## src/tms_pkg.sv

```systemverilog
// Shared types and constants of the tone sequencer.
package tms_pkg;

    typedef enum logic [2:0] {
        OP_TICK    = 3'd0,
        OP_LOAD    = 3'd1,
        OP_QMELODY = 3'd2,
        OP_QBEEP   = 3'd3,
        OP_QMUTE   = 3'd4
    } t_op;

    typedef enum logic [1:0] {
        MODE_NONE   = 2'd0,
        MODE_MELODY = 2'd1,
        MODE_BEEP   = 2'd2,
        MODE_MUTE   = 2'd3
    } t_mode;

    localparam logic [3:0]  VOLUME_MAX   = 4'd10;
    localparam logic [3:0]  VOLUME_MIN   = 4'd1;
    localparam logic [15:0] BEEP_DEFAULT = 16'd100;
    localparam logic [15:0] ELAPSED_MAX  = 16'hFFFF;

    typedef struct packed {
        logic [15:0] freq;
        logic [15:0] len;
    } t_tone_entry;

    typedef struct packed {
        logic [15:0] drive_freq;
        logic [3:0]  drive_volume;
        logic        sounding;
        logic [1:0]  play_mode;
    } t_result;

endpackage

```

## src/tms_store.sv

```systemverilog
// Tone store: one write port, one registered read port.
module tms_store #(
    parameter int DEPTH = 32,
    parameter int AW    = 5
) (
    input  logic                 i_clk,
    input  logic                 i_we,
    input  logic [AW-1:0]        i_waddr,
    input  tms_pkg::t_tone_entry i_wdata,
    input  logic                 i_re,
    input  logic [AW-1:0]        i_raddr,
    output tms_pkg::t_tone_entry o_rdata
);
    import tms_pkg::*;

    t_tone_entry r_mem [DEPTH];
    t_tone_entry r_rdata;

    always_ff @(posedge i_clk) begin
        if (i_we) begin
            r_mem[i_waddr] <= i_wdata;
        end
        if (i_re) begin
            r_rdata <= r_mem[i_raddr];
        end
    end

    assign o_rdata = r_rdata;

endmodule

```

## src/tms_ctrl.sv

```systemverilog
// Play sequencing: slot state, tick timing and tone store access.
module tms_ctrl #(
    parameter int STORE_DEPTH = 32,
    parameter int AW          = 5,
    parameter int GAP_MS      = 20
) (
    input  logic                 i_clk,
    input  logic                 i_rst_n,
    input  logic                 i_accept,
    input  logic [2:0]           i_op,
    input  logic [4:0]           i_tone_index,
    input  logic [15:0]          i_tone_freq,
    input  logic [15:0]          i_tone_length,
    input  logic [4:0]           i_melody_start,
    input  logic [5:0]           i_tone_count,
    input  logic [7:0]           i_repeat_limit,
    input  logic                 i_instant,
    input  logic [15:0]          i_beep_period,
    input  logic [15:0]          i_beep_duty,
    input  logic                 i_cfg_wr_en,
    input  logic [3:0]           i_cfg_wr_data,
    output logic                 o_st_we,
    output logic [AW-1:0]        o_st_waddr,
    output tms_pkg::t_tone_entry o_st_wdata,
    output logic                 o_st_re,
    output logic [AW-1:0]        o_st_raddr,
    input  tms_pkg::t_tone_entry i_st_rdata,
    output logic                 o_res_valid,
    output tms_pkg::t_result     o_res
);
    import tms_pkg::*;

    // 5-bit addresses folded onto the store depth
    typedef logic [AW-1:0] t_mod_tab [32];

    function automatic t_mod_tab mod_tab_f();
        t_mod_tab tab;
        for (int i = 0; i < 32; i++) begin
            tab[i] = AW'(i % STORE_DEPTH);
        end
        return tab;
    endfunction

    localparam t_mod_tab MOD_TAB = mod_tab_f();

    t_op op;
    assign op = t_op'(i_op);

    logic          r_busy,       n_busy;
    logic          r_fill,       n_fill;
    t_mode         r_cur_mode,   n_cur_mode;
    logic [AW-1:0] r_cur_start,  n_cur_start;
    logic [5:0]    r_cur_count,  n_cur_count;
    logic [7:0]    r_cur_repeat, n_cur_repeat;
    t_mode         r_q_mode,     n_q_mode;
    logic [AW-1:0] r_q_start,    n_q_start;
    logic [5:0]    r_q_count,    n_q_count;
    logic [7:0]    r_q_repeat,   n_q_repeat;
    logic [15:0]   r_beep_freq,  n_beep_freq;
    logic [15:0]   r_beep_on,    n_beep_on;
    logic [15:0]   r_beep_off,   n_beep_off;
    logic [15:0]   r_pend_freq,  n_pend_freq;
    logic [15:0]   r_pend_on,    n_pend_on;
    logic [15:0]   r_pend_off,   n_pend_off;
    logic [5:0]    r_pos,        n_pos;
    logic [15:0]   r_elapsed,    n_elapsed;
    logic [7:0]    r_plays,      n_plays;
    logic [15:0]   r_out_freq,   n_out_freq;
    logic          r_out_on,     n_out_on;
    logic [3:0]    r_out_vol,    n_out_vol;
    logic [3:0]    r_volume,     n_volume;
    logic [AW-1:0] r_addr,       n_addr;
    logic [15:0]   r_cur_len,    n_cur_len;

    logic [15:0]   e1;
    logic [5:0]    p1;
    logic [7:0]    pd;
    logic [15:0]   len_cur;
    logic [16:0]   gap_sum;
    logic [AW-1:0] addr_inc;
    logic          do_start;
    logic          drive;
    logic [5:0]    drive_pos;
    logic [AW-1:0] drive_addr;
    logic [AW-1:0] load_addr;
    logic [15:0]   freq_now;
    logic          snd;

    assign addr_inc  = (r_addr == AW'(STORE_DEPTH - 1)) ? '0 : r_addr + 1'b1;
    assign e1        = (r_elapsed < ELAPSED_MAX) ? r_elapsed + 16'd1 : r_elapsed;
    assign p1        = r_pos + 6'd1;
    assign pd        = r_plays + 8'd1;
    assign gap_sum   = {1'b0, e1} + 17'(GAP_MS);
    assign load_addr = MOD_TAB[i_tone_index];

    always_comb begin
        unique case (r_cur_mode)
            MODE_MELODY: len_cur = r_cur_len;
            MODE_BEEP:   len_cur = (r_pos == 6'd0) ? r_beep_on : r_beep_off;
            default:     len_cur = 16'd0;
        endcase
    end

    always_comb begin
        n_busy       = i_accept;
        n_fill       = 1'b0;
        n_cur_mode   = r_cur_mode;
        n_cur_start  = r_cur_start;
        n_cur_count  = r_cur_count;
        n_cur_repeat = r_cur_repeat;
        n_q_mode     = r_q_mode;
        n_q_start    = r_q_start;
        n_q_count    = r_q_count;
        n_q_repeat   = r_q_repeat;
        n_beep_freq  = r_beep_freq;
        n_beep_on    = r_beep_on;
        n_beep_off   = r_beep_off;
        n_pend_freq  = r_pend_freq;
        n_pend_on    = r_pend_on;
        n_pend_off   = r_pend_off;
        n_pos        = r_pos;
        n_elapsed    = r_elapsed;
        n_plays      = r_plays;
        n_out_freq   = r_out_freq;
        n_out_on     = r_out_on;
        n_out_vol    = r_out_vol;
        n_volume     = r_volume;
        n_addr       = r_addr;
        n_cur_len    = r_cur_len;
        do_start     = 1'b0;
        drive        = 1'b0;
        drive_pos    = r_pos;
        drive_addr   = r_addr;
        o_st_we      = 1'b0;
        o_st_waddr   = load_addr;
        o_st_wdata   = '{freq: i_tone_freq, len: i_tone_length};
        o_st_re      = 1'b0;
        o_st_raddr   = r_addr;

        if (i_cfg_wr_en && i_cfg_wr_data >= VOLUME_MIN && i_cfg_wr_data <= VOLUME_MAX) begin
            n_volume = i_cfg_wr_data;
        end

        // fill step: melody entry read back from the store
        if (r_fill) begin
            n_out_freq = i_st_rdata.freq;
            n_cur_len  = i_st_rdata.len;
        end

        if (i_accept) begin
            unique case (op)
                OP_TICK: begin
                    if (r_cur_mode == MODE_NONE) begin
                        do_start = 1'b1;
                    end else begin
                        n_elapsed = e1;
                        if (len_cur == 16'd0) begin
                            do_start = 1'b1;
                        end else if (e1 >= len_cur) begin
                            n_pos = p1;
                            if (p1 < r_cur_count) begin
                                n_elapsed  = 16'd0;
                                drive      = 1'b1;
                                drive_pos  = p1;
                                drive_addr = addr_inc;
                            end else begin
                                n_plays = pd;
                                if (r_cur_repeat == 8'd0 || pd < r_cur_repeat) begin
                                    if (r_cur_repeat == 8'd0 && r_q_mode != MODE_NONE) begin
                                        do_start = 1'b1;
                                    end else begin
                                        n_pos      = 6'd0;
                                        n_elapsed  = 16'd0;
                                        drive      = 1'b1;
                                        drive_pos  = 6'd0;
                                        drive_addr = r_cur_start;
                                    end
                                end else begin
                                    n_cur_mode = MODE_NONE;
                                    n_out_on   = 1'b0;
                                    do_start   = 1'b1;
                                end
                            end
                        end else if (gap_sum >= {1'b0, len_cur}) begin
                            n_out_on = 1'b0;
                        end
                    end
                end
                OP_LOAD: begin
                    o_st_we = 1'b1;
                    // keep the cached length of the playing entry coherent
                    if (r_cur_mode == MODE_MELODY && load_addr == r_addr) begin
                        n_cur_len = i_tone_length;
                    end
                end
                OP_QMELODY: begin
                    n_q_mode   = MODE_MELODY;
                    n_q_start  = MOD_TAB[i_melody_start];
                    n_q_count  = i_tone_count;
                    n_q_repeat = i_repeat_limit;
                    do_start   = i_instant;
                end
                OP_QBEEP: begin
                    n_pend_freq = i_tone_freq;
                    n_pend_on   = i_beep_duty;
                    n_pend_off  = (i_beep_period > i_beep_duty) ?
                                  i_beep_period - i_beep_duty : 16'd0;
                    n_q_mode    = MODE_BEEP;
                    n_q_start   = '0;
                    n_q_count   = 6'd2;
                    n_q_repeat  = 8'd0;
                end
                OP_QMUTE: begin
                    n_q_mode   = MODE_MUTE;
                    n_q_start  = '0;
                    n_q_count  = 6'd1;
                    n_q_repeat = 8'd0;
                    do_start   = i_instant;
                end
                default: begin
                end
            endcase

            if (do_start && n_q_mode != MODE_NONE) begin
                n_cur_mode   = n_q_mode;
                n_cur_start  = n_q_start;
                n_cur_count  = n_q_count;
                n_cur_repeat = n_q_repeat;
                if (n_q_mode == MODE_BEEP) begin
                    n_beep_freq = n_pend_freq;
                    n_beep_on   = n_pend_on;
                    n_beep_off  = n_pend_off;
                end
                n_q_mode   = MODE_NONE;
                n_pos      = 6'd0;
                n_elapsed  = 16'd0;
                n_plays    = 8'd0;
                drive      = 1'b1;
                drive_pos  = 6'd0;
                drive_addr = n_cur_start;
            end

            if (drive) begin
                n_out_on  = 1'b1;
                n_out_vol = r_volume;
                n_addr    = drive_addr;
                unique case (n_cur_mode)
                    MODE_MELODY: begin
                        o_st_re    = 1'b1;
                        o_st_raddr = drive_addr;
                        n_fill     = 1'b1;
                    end
                    MODE_BEEP: n_out_freq = (drive_pos == 6'd0) ? n_beep_freq : 16'd0;
                    default:   n_out_freq = 16'd0;
                endcase
            end
        end
    end

    always_ff @(posedge i_clk) begin
        if (!i_rst_n) begin
            r_busy       <= 1'b0;
            r_fill       <= 1'b0;
            r_cur_mode   <= MODE_NONE;
            r_cur_start  <= '0;
            r_cur_count  <= 6'd0;
            r_cur_repeat <= 8'd0;
            r_q_mode     <= MODE_NONE;
            r_q_start    <= '0;
            r_q_count    <= 6'd0;
            r_q_repeat   <= 8'd0;
            r_beep_freq  <= BEEP_DEFAULT;
            r_beep_on    <= BEEP_DEFAULT;
            r_beep_off   <= BEEP_DEFAULT;
            r_pend_freq  <= BEEP_DEFAULT;
            r_pend_on    <= BEEP_DEFAULT;
            r_pend_off   <= BEEP_DEFAULT;
            r_pos        <= 6'd0;
            r_elapsed    <= 16'd0;
            r_plays      <= 8'd0;
            r_out_freq   <= 16'd0;
            r_out_on     <= 1'b0;
            r_out_vol    <= VOLUME_MAX;
            r_volume     <= VOLUME_MAX;
            r_addr       <= '0;
            r_cur_len    <= 16'd0;
        end else begin
            r_busy       <= n_busy;
            r_fill       <= n_fill;
            r_cur_mode   <= n_cur_mode;
            r_cur_start  <= n_cur_start;
            r_cur_count  <= n_cur_count;
            r_cur_repeat <= n_cur_repeat;
            r_q_mode     <= n_q_mode;
            r_q_start    <= n_q_start;
            r_q_count    <= n_q_count;
            r_q_repeat   <= n_q_repeat;
            r_beep_freq  <= n_beep_freq;
            r_beep_on    <= n_beep_on;
            r_beep_off   <= n_beep_off;
            r_pend_freq  <= n_pend_freq;
            r_pend_on    <= n_pend_on;
            r_pend_off   <= n_pend_off;
            r_pos        <= n_pos;
            r_elapsed    <= n_elapsed;
            r_plays      <= n_plays;
            r_out_freq   <= n_out_freq;
            r_out_on     <= n_out_on;
            r_out_vol    <= n_out_vol;
            r_volume     <= n_volume;
            r_addr       <= n_addr;
            r_cur_len    <= n_cur_len;
        end
    end

    // result reflects the drive after the step, with read data folded in
    assign freq_now    = r_fill ? i_st_rdata.freq : r_out_freq;
    assign snd         = r_out_on && (freq_now != 16'd0);
    assign o_res_valid = r_busy;
    assign o_res       = '{drive_freq:   snd ? freq_now : 16'd0,
                           drive_volume: snd ? r_out_vol : 4'd0,
                           sounding:     snd,
                           play_mode:    r_cur_mode};

endmodule

```

## src/tms_outq.sv

```systemverilog
// Output register with one skid entry.
module tms_outq (
    input  logic             i_clk,
    input  logic             i_rst_n,
    input  logic             i_res_valid,
    input  tms_pkg::t_result i_res,
    input  logic             i_stall,
    output logic             o_valid,
    output tms_pkg::t_result o_res,
    output logic             o_skid_full
);
    import tms_pkg::*;

    logic    r_out_valid;
    logic    r_skid_valid;
    t_result r_out;
    t_result r_skid;
    logic    take;

    assign take = r_out_valid && !i_stall;

    always_ff @(posedge i_clk) begin
        if (!i_rst_n) begin
            r_out_valid  <= 1'b0;
            r_skid_valid <= 1'b0;
        end else if (i_res_valid) begin
            if (!r_out_valid || take) begin
                r_out_valid <= 1'b1;
            end else begin
                r_skid_valid <= 1'b1;
            end
        end else if (take) begin
            if (r_skid_valid) begin
                r_skid_valid <= 1'b0;
            end else begin
                r_out_valid <= 1'b0;
            end
        end
    end

    always_ff @(posedge i_clk) begin
        if (i_res_valid) begin
            if (!r_out_valid || take) begin
                r_out <= i_res;
            end else begin
                r_skid <= i_res;
            end
        end else if (take && r_skid_valid) begin
            r_out <= r_skid;
        end
    end

    assign o_valid     = r_out_valid;
    assign o_res       = r_out;
    assign o_skid_full = r_skid_valid;

endmodule

```

## src/tone_melody_beep_sequencer.sv

```systemverilog
// Top level of the buzzer tone sequencer.
//
//   channel   dir   handshake                  payload
//   request   in    i_valid / o_stall          i_op .. i_beep_duty
//   result    out   o_valid / i_stall          o_drive_freq .. o_play_mode
//   config    in    i_cfg_wr_en                i_cfg_wr_data (volume)
//
// Each request is handled in steps: the first updates the play state and issues the
// tone store access, the second captures the store read data and forms the result.
// No new request is taken while the previous one forms its result; o_stall is also high
// while the skid entry behind the output register holds a result.
// Reset is synchronous; the tone store is not cleared and needs no clearing pass.
// A stalled result holds in the output register; one more result fits in the skid.
module tone_melody_beep_sequencer #(
    parameter int STORE_DEPTH = 32,
    parameter int GAP_MS      = 20
) (
    input  logic        i_clk,
    input  logic        i_rst_n,
    input  logic        i_valid,
    output logic        o_stall,
    input  logic [2:0]  i_op,
    input  logic [4:0]  i_tone_index,
    input  logic [15:0] i_tone_freq,
    input  logic [15:0] i_tone_length,
    input  logic [4:0]  i_melody_start,
    input  logic [5:0]  i_tone_count,
    input  logic [7:0]  i_repeat_limit,
    input  logic        i_instant,
    input  logic [15:0] i_beep_period,
    input  logic [15:0] i_beep_duty,
    input  logic        i_cfg_wr_en,
    input  logic [3:0]  i_cfg_wr_data,
    output logic        o_valid,
    input  logic        i_stall,
    output logic [15:0] o_drive_freq,
    output logic [3:0]  o_drive_volume,
    output logic        o_sounding,
    output logic [1:0]  o_play_mode
);
    import tms_pkg::*;

    localparam int AW = (STORE_DEPTH > 1) ? $clog2(STORE_DEPTH) : 1;

    logic          accept;
    logic          res_valid;
    logic          skid_full;
    t_result       res;
    t_result       out_res;
    logic          st_we;
    logic [AW-1:0] st_waddr;
    t_tone_entry   st_wdata;
    logic          st_re;
    logic [AW-1:0] st_raddr;
    t_tone_entry   st_rdata;

    assign o_stall = res_valid || skid_full;
    assign accept  = i_valid && !o_stall;

    tms_store #(
        .DEPTH (STORE_DEPTH),
        .AW    (AW)
    ) u_store (
        .i_clk   (i_clk),
        .i_we    (st_we),
        .i_waddr (st_waddr),
        .i_wdata (st_wdata),
        .i_re    (st_re),
        .i_raddr (st_raddr),
        .o_rdata (st_rdata)
    );

    tms_ctrl #(
        .STORE_DEPTH (STORE_DEPTH),
        .AW          (AW),
        .GAP_MS      (GAP_MS)
    ) u_ctrl (
        .i_clk          (i_clk),
        .i_rst_n        (i_rst_n),
        .i_accept       (accept),
        .i_op           (i_op),
        .i_tone_index   (i_tone_index),
        .i_tone_freq    (i_tone_freq),
        .i_tone_length  (i_tone_length),
        .i_melody_start (i_melody_start),
        .i_tone_count   (i_tone_count),
        .i_repeat_limit (i_repeat_limit),
        .i_instant      (i_instant),
        .i_beep_period  (i_beep_period),
        .i_beep_duty    (i_beep_duty),
        .i_cfg_wr_en    (i_cfg_wr_en),
        .i_cfg_wr_data  (i_cfg_wr_data),
        .o_st_we        (st_we),
        .o_st_waddr     (st_waddr),
        .o_st_wdata     (st_wdata),
        .o_st_re        (st_re),
        .o_st_raddr     (st_raddr),
        .i_st_rdata     (st_rdata),
        .o_res_valid    (res_valid),
        .o_res          (res)
    );

    tms_outq u_outq (
        .i_clk       (i_clk),
        .i_rst_n     (i_rst_n),
        .i_res_valid (res_valid),
        .i_res       (res),
        .i_stall     (i_stall),
        .o_valid     (o_valid),
        .o_res       (out_res),
        .o_skid_full (skid_full)
    );

    assign o_drive_freq   = out_res.drive_freq;
    assign o_drive_volume = out_res.drive_volume;
    assign o_sounding     = out_res.sounding;
    assign o_play_mode    = out_res.play_mode;

    // every accepted request yields its result in the following cycle
    a_result_follows: assert property (@(posedge i_clk) disable iff (!i_rst_n)
        accept |=> res_valid)
        else $error("accepted request produced no result");

    // no request is taken while the store read of the previous one completes
    a_interlock: assert property (@(posedge i_clk) disable iff (!i_rst_n)
        res_valid |-> !accept)
        else $error("request accepted during second cycle");

    // a result is never formed while the skid entry is occupied
    a_skid_room: assert property (@(posedge i_clk) disable iff (!i_rst_n)
        !(res_valid && skid_full))
        else $error("result formed with skid entry full");

    // a sounding tone always carries a frequency and a volume
    a_sound_fields: assert property (@(posedge i_clk) disable iff (!i_rst_n)
        (o_valid && o_sounding) |-> (o_drive_freq != 16'd0 && o_drive_volume != 4'd0))
        else $error("sounding result without frequency or volume");

endmodule

```

## config.mk

```make
export PLATFORM = sky130hd
export DESIGN_NAME = tone_melody_beep_sequencer
export DESIGN_NICKNAME = d
export VERILOG_FILES = /design/src/tms_pkg.sv /design/src/tms_store.sv /design/src/tms_ctrl.sv /design/src/tms_outq.sv /design/src/tone_melody_beep_sequencer.sv
export SDC_FILE = /design/constraint.sdc
export NUM_CORES = 2
export LEC_CHECK = 0
export ABC_CLOCK_PERIOD_IN_PS = 9000
export BUFFER_PORTS_ARGS = -buffer_cell sky130_fd_sc_hd__buf_4
export CAP_MARGIN = 30
export CORE_MARGIN = 3
export CORE_UTILIZATION = 30
export CTS_BUF_LIST = sky130_fd_sc_hd__clkbuf_8
export DETAILED_ROUTE_END_ITERATION = 10
export PLACE_DENSITY = 0.49
export SLEW_MARGIN = 10
export SYNTH_ARGS = -nofsm -noshare
export SYNTH_HDL_FRONTEND = slang
export SYNTH_SLANG_ARGS = --single-unit
```

## constraint.sdc

```tcl
create_clock -name i_clk -period 9 [get_ports i_clk]
set_clock_uncertainty 0.1 [all_clocks]
set_input_delay 0.45 -clock i_clk [delete_from_list [all_inputs] [get_ports i_clk]]
set_output_delay 0.45 -clock i_clk [all_outputs]
set_load 0.02 [all_outputs]
```

==> flow_metrics.py <==
metrics = {
    "run_status": {
        "outcome": "finished clean",
    },
    "clocking": {
        "cts_buffer_depth": 3,
        "clkSinkCount": 1320,
        "post_cts_resized": 0,
        "clkTransAtPathRegs_ns": 0.06,
        "numCtsBuffers": 215,
        "clockRootBuffer": "clkbuf_8",
        "htreeDepth": 4,
        "cts_tree": "built",
        "worstSkewPairLatency_ns": 0.94,
    },
    "timing": {
        "maxSlewViolCount": 0,
        "hold_viol": 0,
        "rsz0062_at_grt": "false",
        "worstMarginPinSlew_ns": 0.901,
        "max_freq_mhz": 120,
        "worst_slack_ns": 0.690,
        "setup_tns_ns": 0,
        "min_period_ns": 8.31,
        "min_period_over_period_pct": 92.3,
        "hold_ws_ns": 0.137,
        "setup_violations": 0,
        "relSlewSlack_pct": 39.8,
    },
    "drt": {
        "met1_length_mm": 71.5,
        "wl_met3_mm": 8.52,
        "dr.first_iter.drc_count": 2783,
        "routed.top_layer": "met5",
        "drc": 0,
        "viasPerCell": 5.05,
        "vias": 31800,
        "ant_nets": 0,
        "first_pass_iters": 6,
        "routed-wl-met2_mm": 77.0,
        "drt-wirelength-per-cell_um": 25.4,
        "wl_mm": 160,
    },
    "global_routing": {
        "grt_pass1_vias": 32300,
        "grt_antenna_before_repair": 13,
        "groute.usage.overall_pct": 16.9,
        "overflow": 0,
        "grt_max_degree": 82,
        "grt_pass1_wl_mm": 230,
    },
    "synth": {
        "synth_edf_count": 1102,
        "yosys_warnings": 0,
        "synth_area_mm2": 0.0545,
        "ys_seq_area_share_pct": 68.7,
        "avgSynthCellArea_um2": 15.9,
        "synth_nets": 3606,
        "ys_ff_latch": 1320,
        "synth.largest_area_cell": "edfxtp_1",
        "synthTopCellsByArea": "edfxtp_1 61%, dfxtp_1 8.0%, mux4_2 7.9%, mux2i_1 4.3%, nand2_1 1.9%",
        "ys.flop_type": "edfxtp_1",
        "synth_async_sr_flop_share_pct": 0,
        "ys_types": 78,
        "syn_inst": 3434,
        "yosysTopAreaCellShare_pct": 60.7,
    },
    "placement": {
        "portBuffers": 125,
        "dp_hpwl_mm": 92.3,
        "pre_cts_ws_ns": 0.766,
        "globalplace.congestion": 0.823,
    },
    "flow_run": {
        "cap_violations": 0,
    },
    "layout": {
        "final_cell_mix": "1102 x edfxtp_1, 266 x nand2_1, 233 x mux2i_1, 226 x clkbuf_8, 217 x dfxtp_1",
        "drive_gt1_share_pct": 20.0,
        "area_delta_synth_final_pct": 17.0,
        "nets": 3940,
        "final_common_cell": "edfxtp_1",
        "n_fill_cell": 17200,
        "utilization_pct": 35.5,
    },
    "worst_setup_path": {
        "required_ns": 9.60,
        "ff2ff_path_depth": 25,
        "critPathKind": "register to register",
        "path_delay_family": "simple AND/OR/NAND/NOR gates",
        "slowest_delay_ns": 0.73,
        "endpoint_kind": "register",
        "crit_arrival_ns": 8.91,
        "worstReg2RegEnd": "u_store.o_rdata[10]",
        "start_kind": "register",
        "cp_max_fo": 36,
        "reg2reg_from": "u_ctrl.r_cur_mode[0]",
        "timing.reg2reg.setup_slack_ns": 0.69,
        "cp_slowest_cell": "buf_4",
        "crit_buf_inv": 6,
    },
    "die": {
        "dieWidth_um": 432,
        "core_mm2": 0.180,
        "ios": 126,
        "start_util_pct": 30.4,
        "rows": 155,
        "die_h_um": 432,
        "dieArea_mm2": 0.187,
    },
    "min_path": {
        "min_to": "u_ctrl.r_pend_off[15]",
        "whs_path_depth": 5,
        "hold_start": "i_beep_period[15]",
        "holdCritPathClass": "input port to register",
    },
    "power": {
        "ir_worst_vdd_mv": 0.125,
        "power.leakage_nw": 23.6,
        "powerDensity_mw_per_mm2": 191,
        "power_mw": 12.2,
    },
}
==> per-stage QoR <==
step | cell area, um^2 | instances
floorplan | 54500 | 3434
global placement | 58700 | 5800
detailed placement | 58700 | 5803
CTS | 63800 | 6299
global route | 63800 | 6303
finish | 63800 | 6306
==> where the power goes <==
group	internal (mW)	total [mW]	switching, mW
sequential	6.65	6.68	0.0252
clock	2.44	4.93	2.50
combinational	0.223	0.597	0.375
==> synth_stat cells, types with 40 or more instances <==
cell         n
mux2i_1    233
o21ai_0     46
a21boi_0    50
edfxtp_1  1102
clkbuf_1   122
ha_1        70
nand2_1    272
inv_1       60
nor2_1     140
dfxtp_1    218
mux2_2      41
mux4_2     192
a21oi_1     55
nand3_1     60
o211a_1     87
o22ai_1    137
buf_2       43
nor4_1      40
==> final cells by class <==
class                      count  area [um^2]  share of cell area [%]
sequential                  1320        37500                    58.7
multi-input combinational   1848        16200                    25.4
antenna                        6         15.0                  0.0235
timing repair buffer         323         2920                    4.58
clock inverter               168          948                    1.49
inverter                      60          225                   0.353
tap                         2355         2950                    4.62
clock buffer                 226         3110                    4.87
==> state kept, by name, indices dropped and copies added (netlist names), 8 cells and up <==
name / count
u_ctrl.r_beep_on: 16
u_outq.o_res: 23
u_store.o_rdata: 32
u_ctrl.r_beep_freq: 16
u_ctrl.r_pend_freq: 16
u_ctrl.r_elapsed: 16
u_store.r_mem: 1024
u_ctrl.r_out_freq: 16
u_ctrl.r_q_repeat: 8
u_ctrl.r_beep_off: 16
u_outq.r_skid: 23
u_ctrl.r_pend_on: 16
u_ctrl.r_plays: 8
u_ctrl.r_pend_off: 16
u_ctrl.r_cur_repeat: 8
u_ctrl.r_cur_len: 16
==> cells by family after synthesis <==
logic type	Yosys count	share of synthesized area, %
multiplexers	467	13.1
AND/OR/NAND/NOR	707	6.17
adder cells (fa/ha/maj)	72	1.66
AO/OA/AOI/OAI	550	7.35
buffers and inverters	266	2.23
XOR/XNOR	52	0.835
flip-flops	1320	68.7
==> what timing repair did <==
| item | 4_1_cts | 5_1_grt |
|---|---|---|
| endpoints found under the hold margin | 1189 | 0 |
| buffers inserted | 0 | 0 |
| hold buffers | 102 | 0 |
==> tightest hold or removal path: stages <==
cell and delay [ns]:
buf_4 0.08, ha_1 0.17, xor2_1 0.09, a32oi_1 0.21, nor2b_1 0.07
==> how the worst max path moves through the flow <==
stage / start / to / slack [ns] / cells past startpoint
floorplan: u_ctrl.r_elapsed[5] / u_store.o_rdata[21] / 1.86 / 28
global route: u_ctrl.r_elapsed[3] / u_store.o_rdata[1] / 0.02 / 30
CTS: u_ctrl.r_cur_mode[0] / u_store.o_rdata[3] / 0.74 / 25
global placement: u_ctrl.r_cur_mode[1] / u_store.o_rdata[8] / 0.87 / 25
detailed placement: u_ctrl.r_cur_mode[0] / u_store.o_rdata[3] / 0.77 / 25
finish: u_ctrl.r_cur_mode[0] / u_store.o_rdata[10] / 0.69 / 25
==> routing by layer <==
| layer | vias to the layer above | track usage, % |
|---|---|---|
| li1 | 14200 | - |
| met4 | 8 | 4.14 |
| met1 | 16500 | 23.3 |
| met5 | - | 0 |
| met3 | 199 | 2.91 |
| met2 | 923 | 27.7 |
Power figures use the tool's default switching activity.
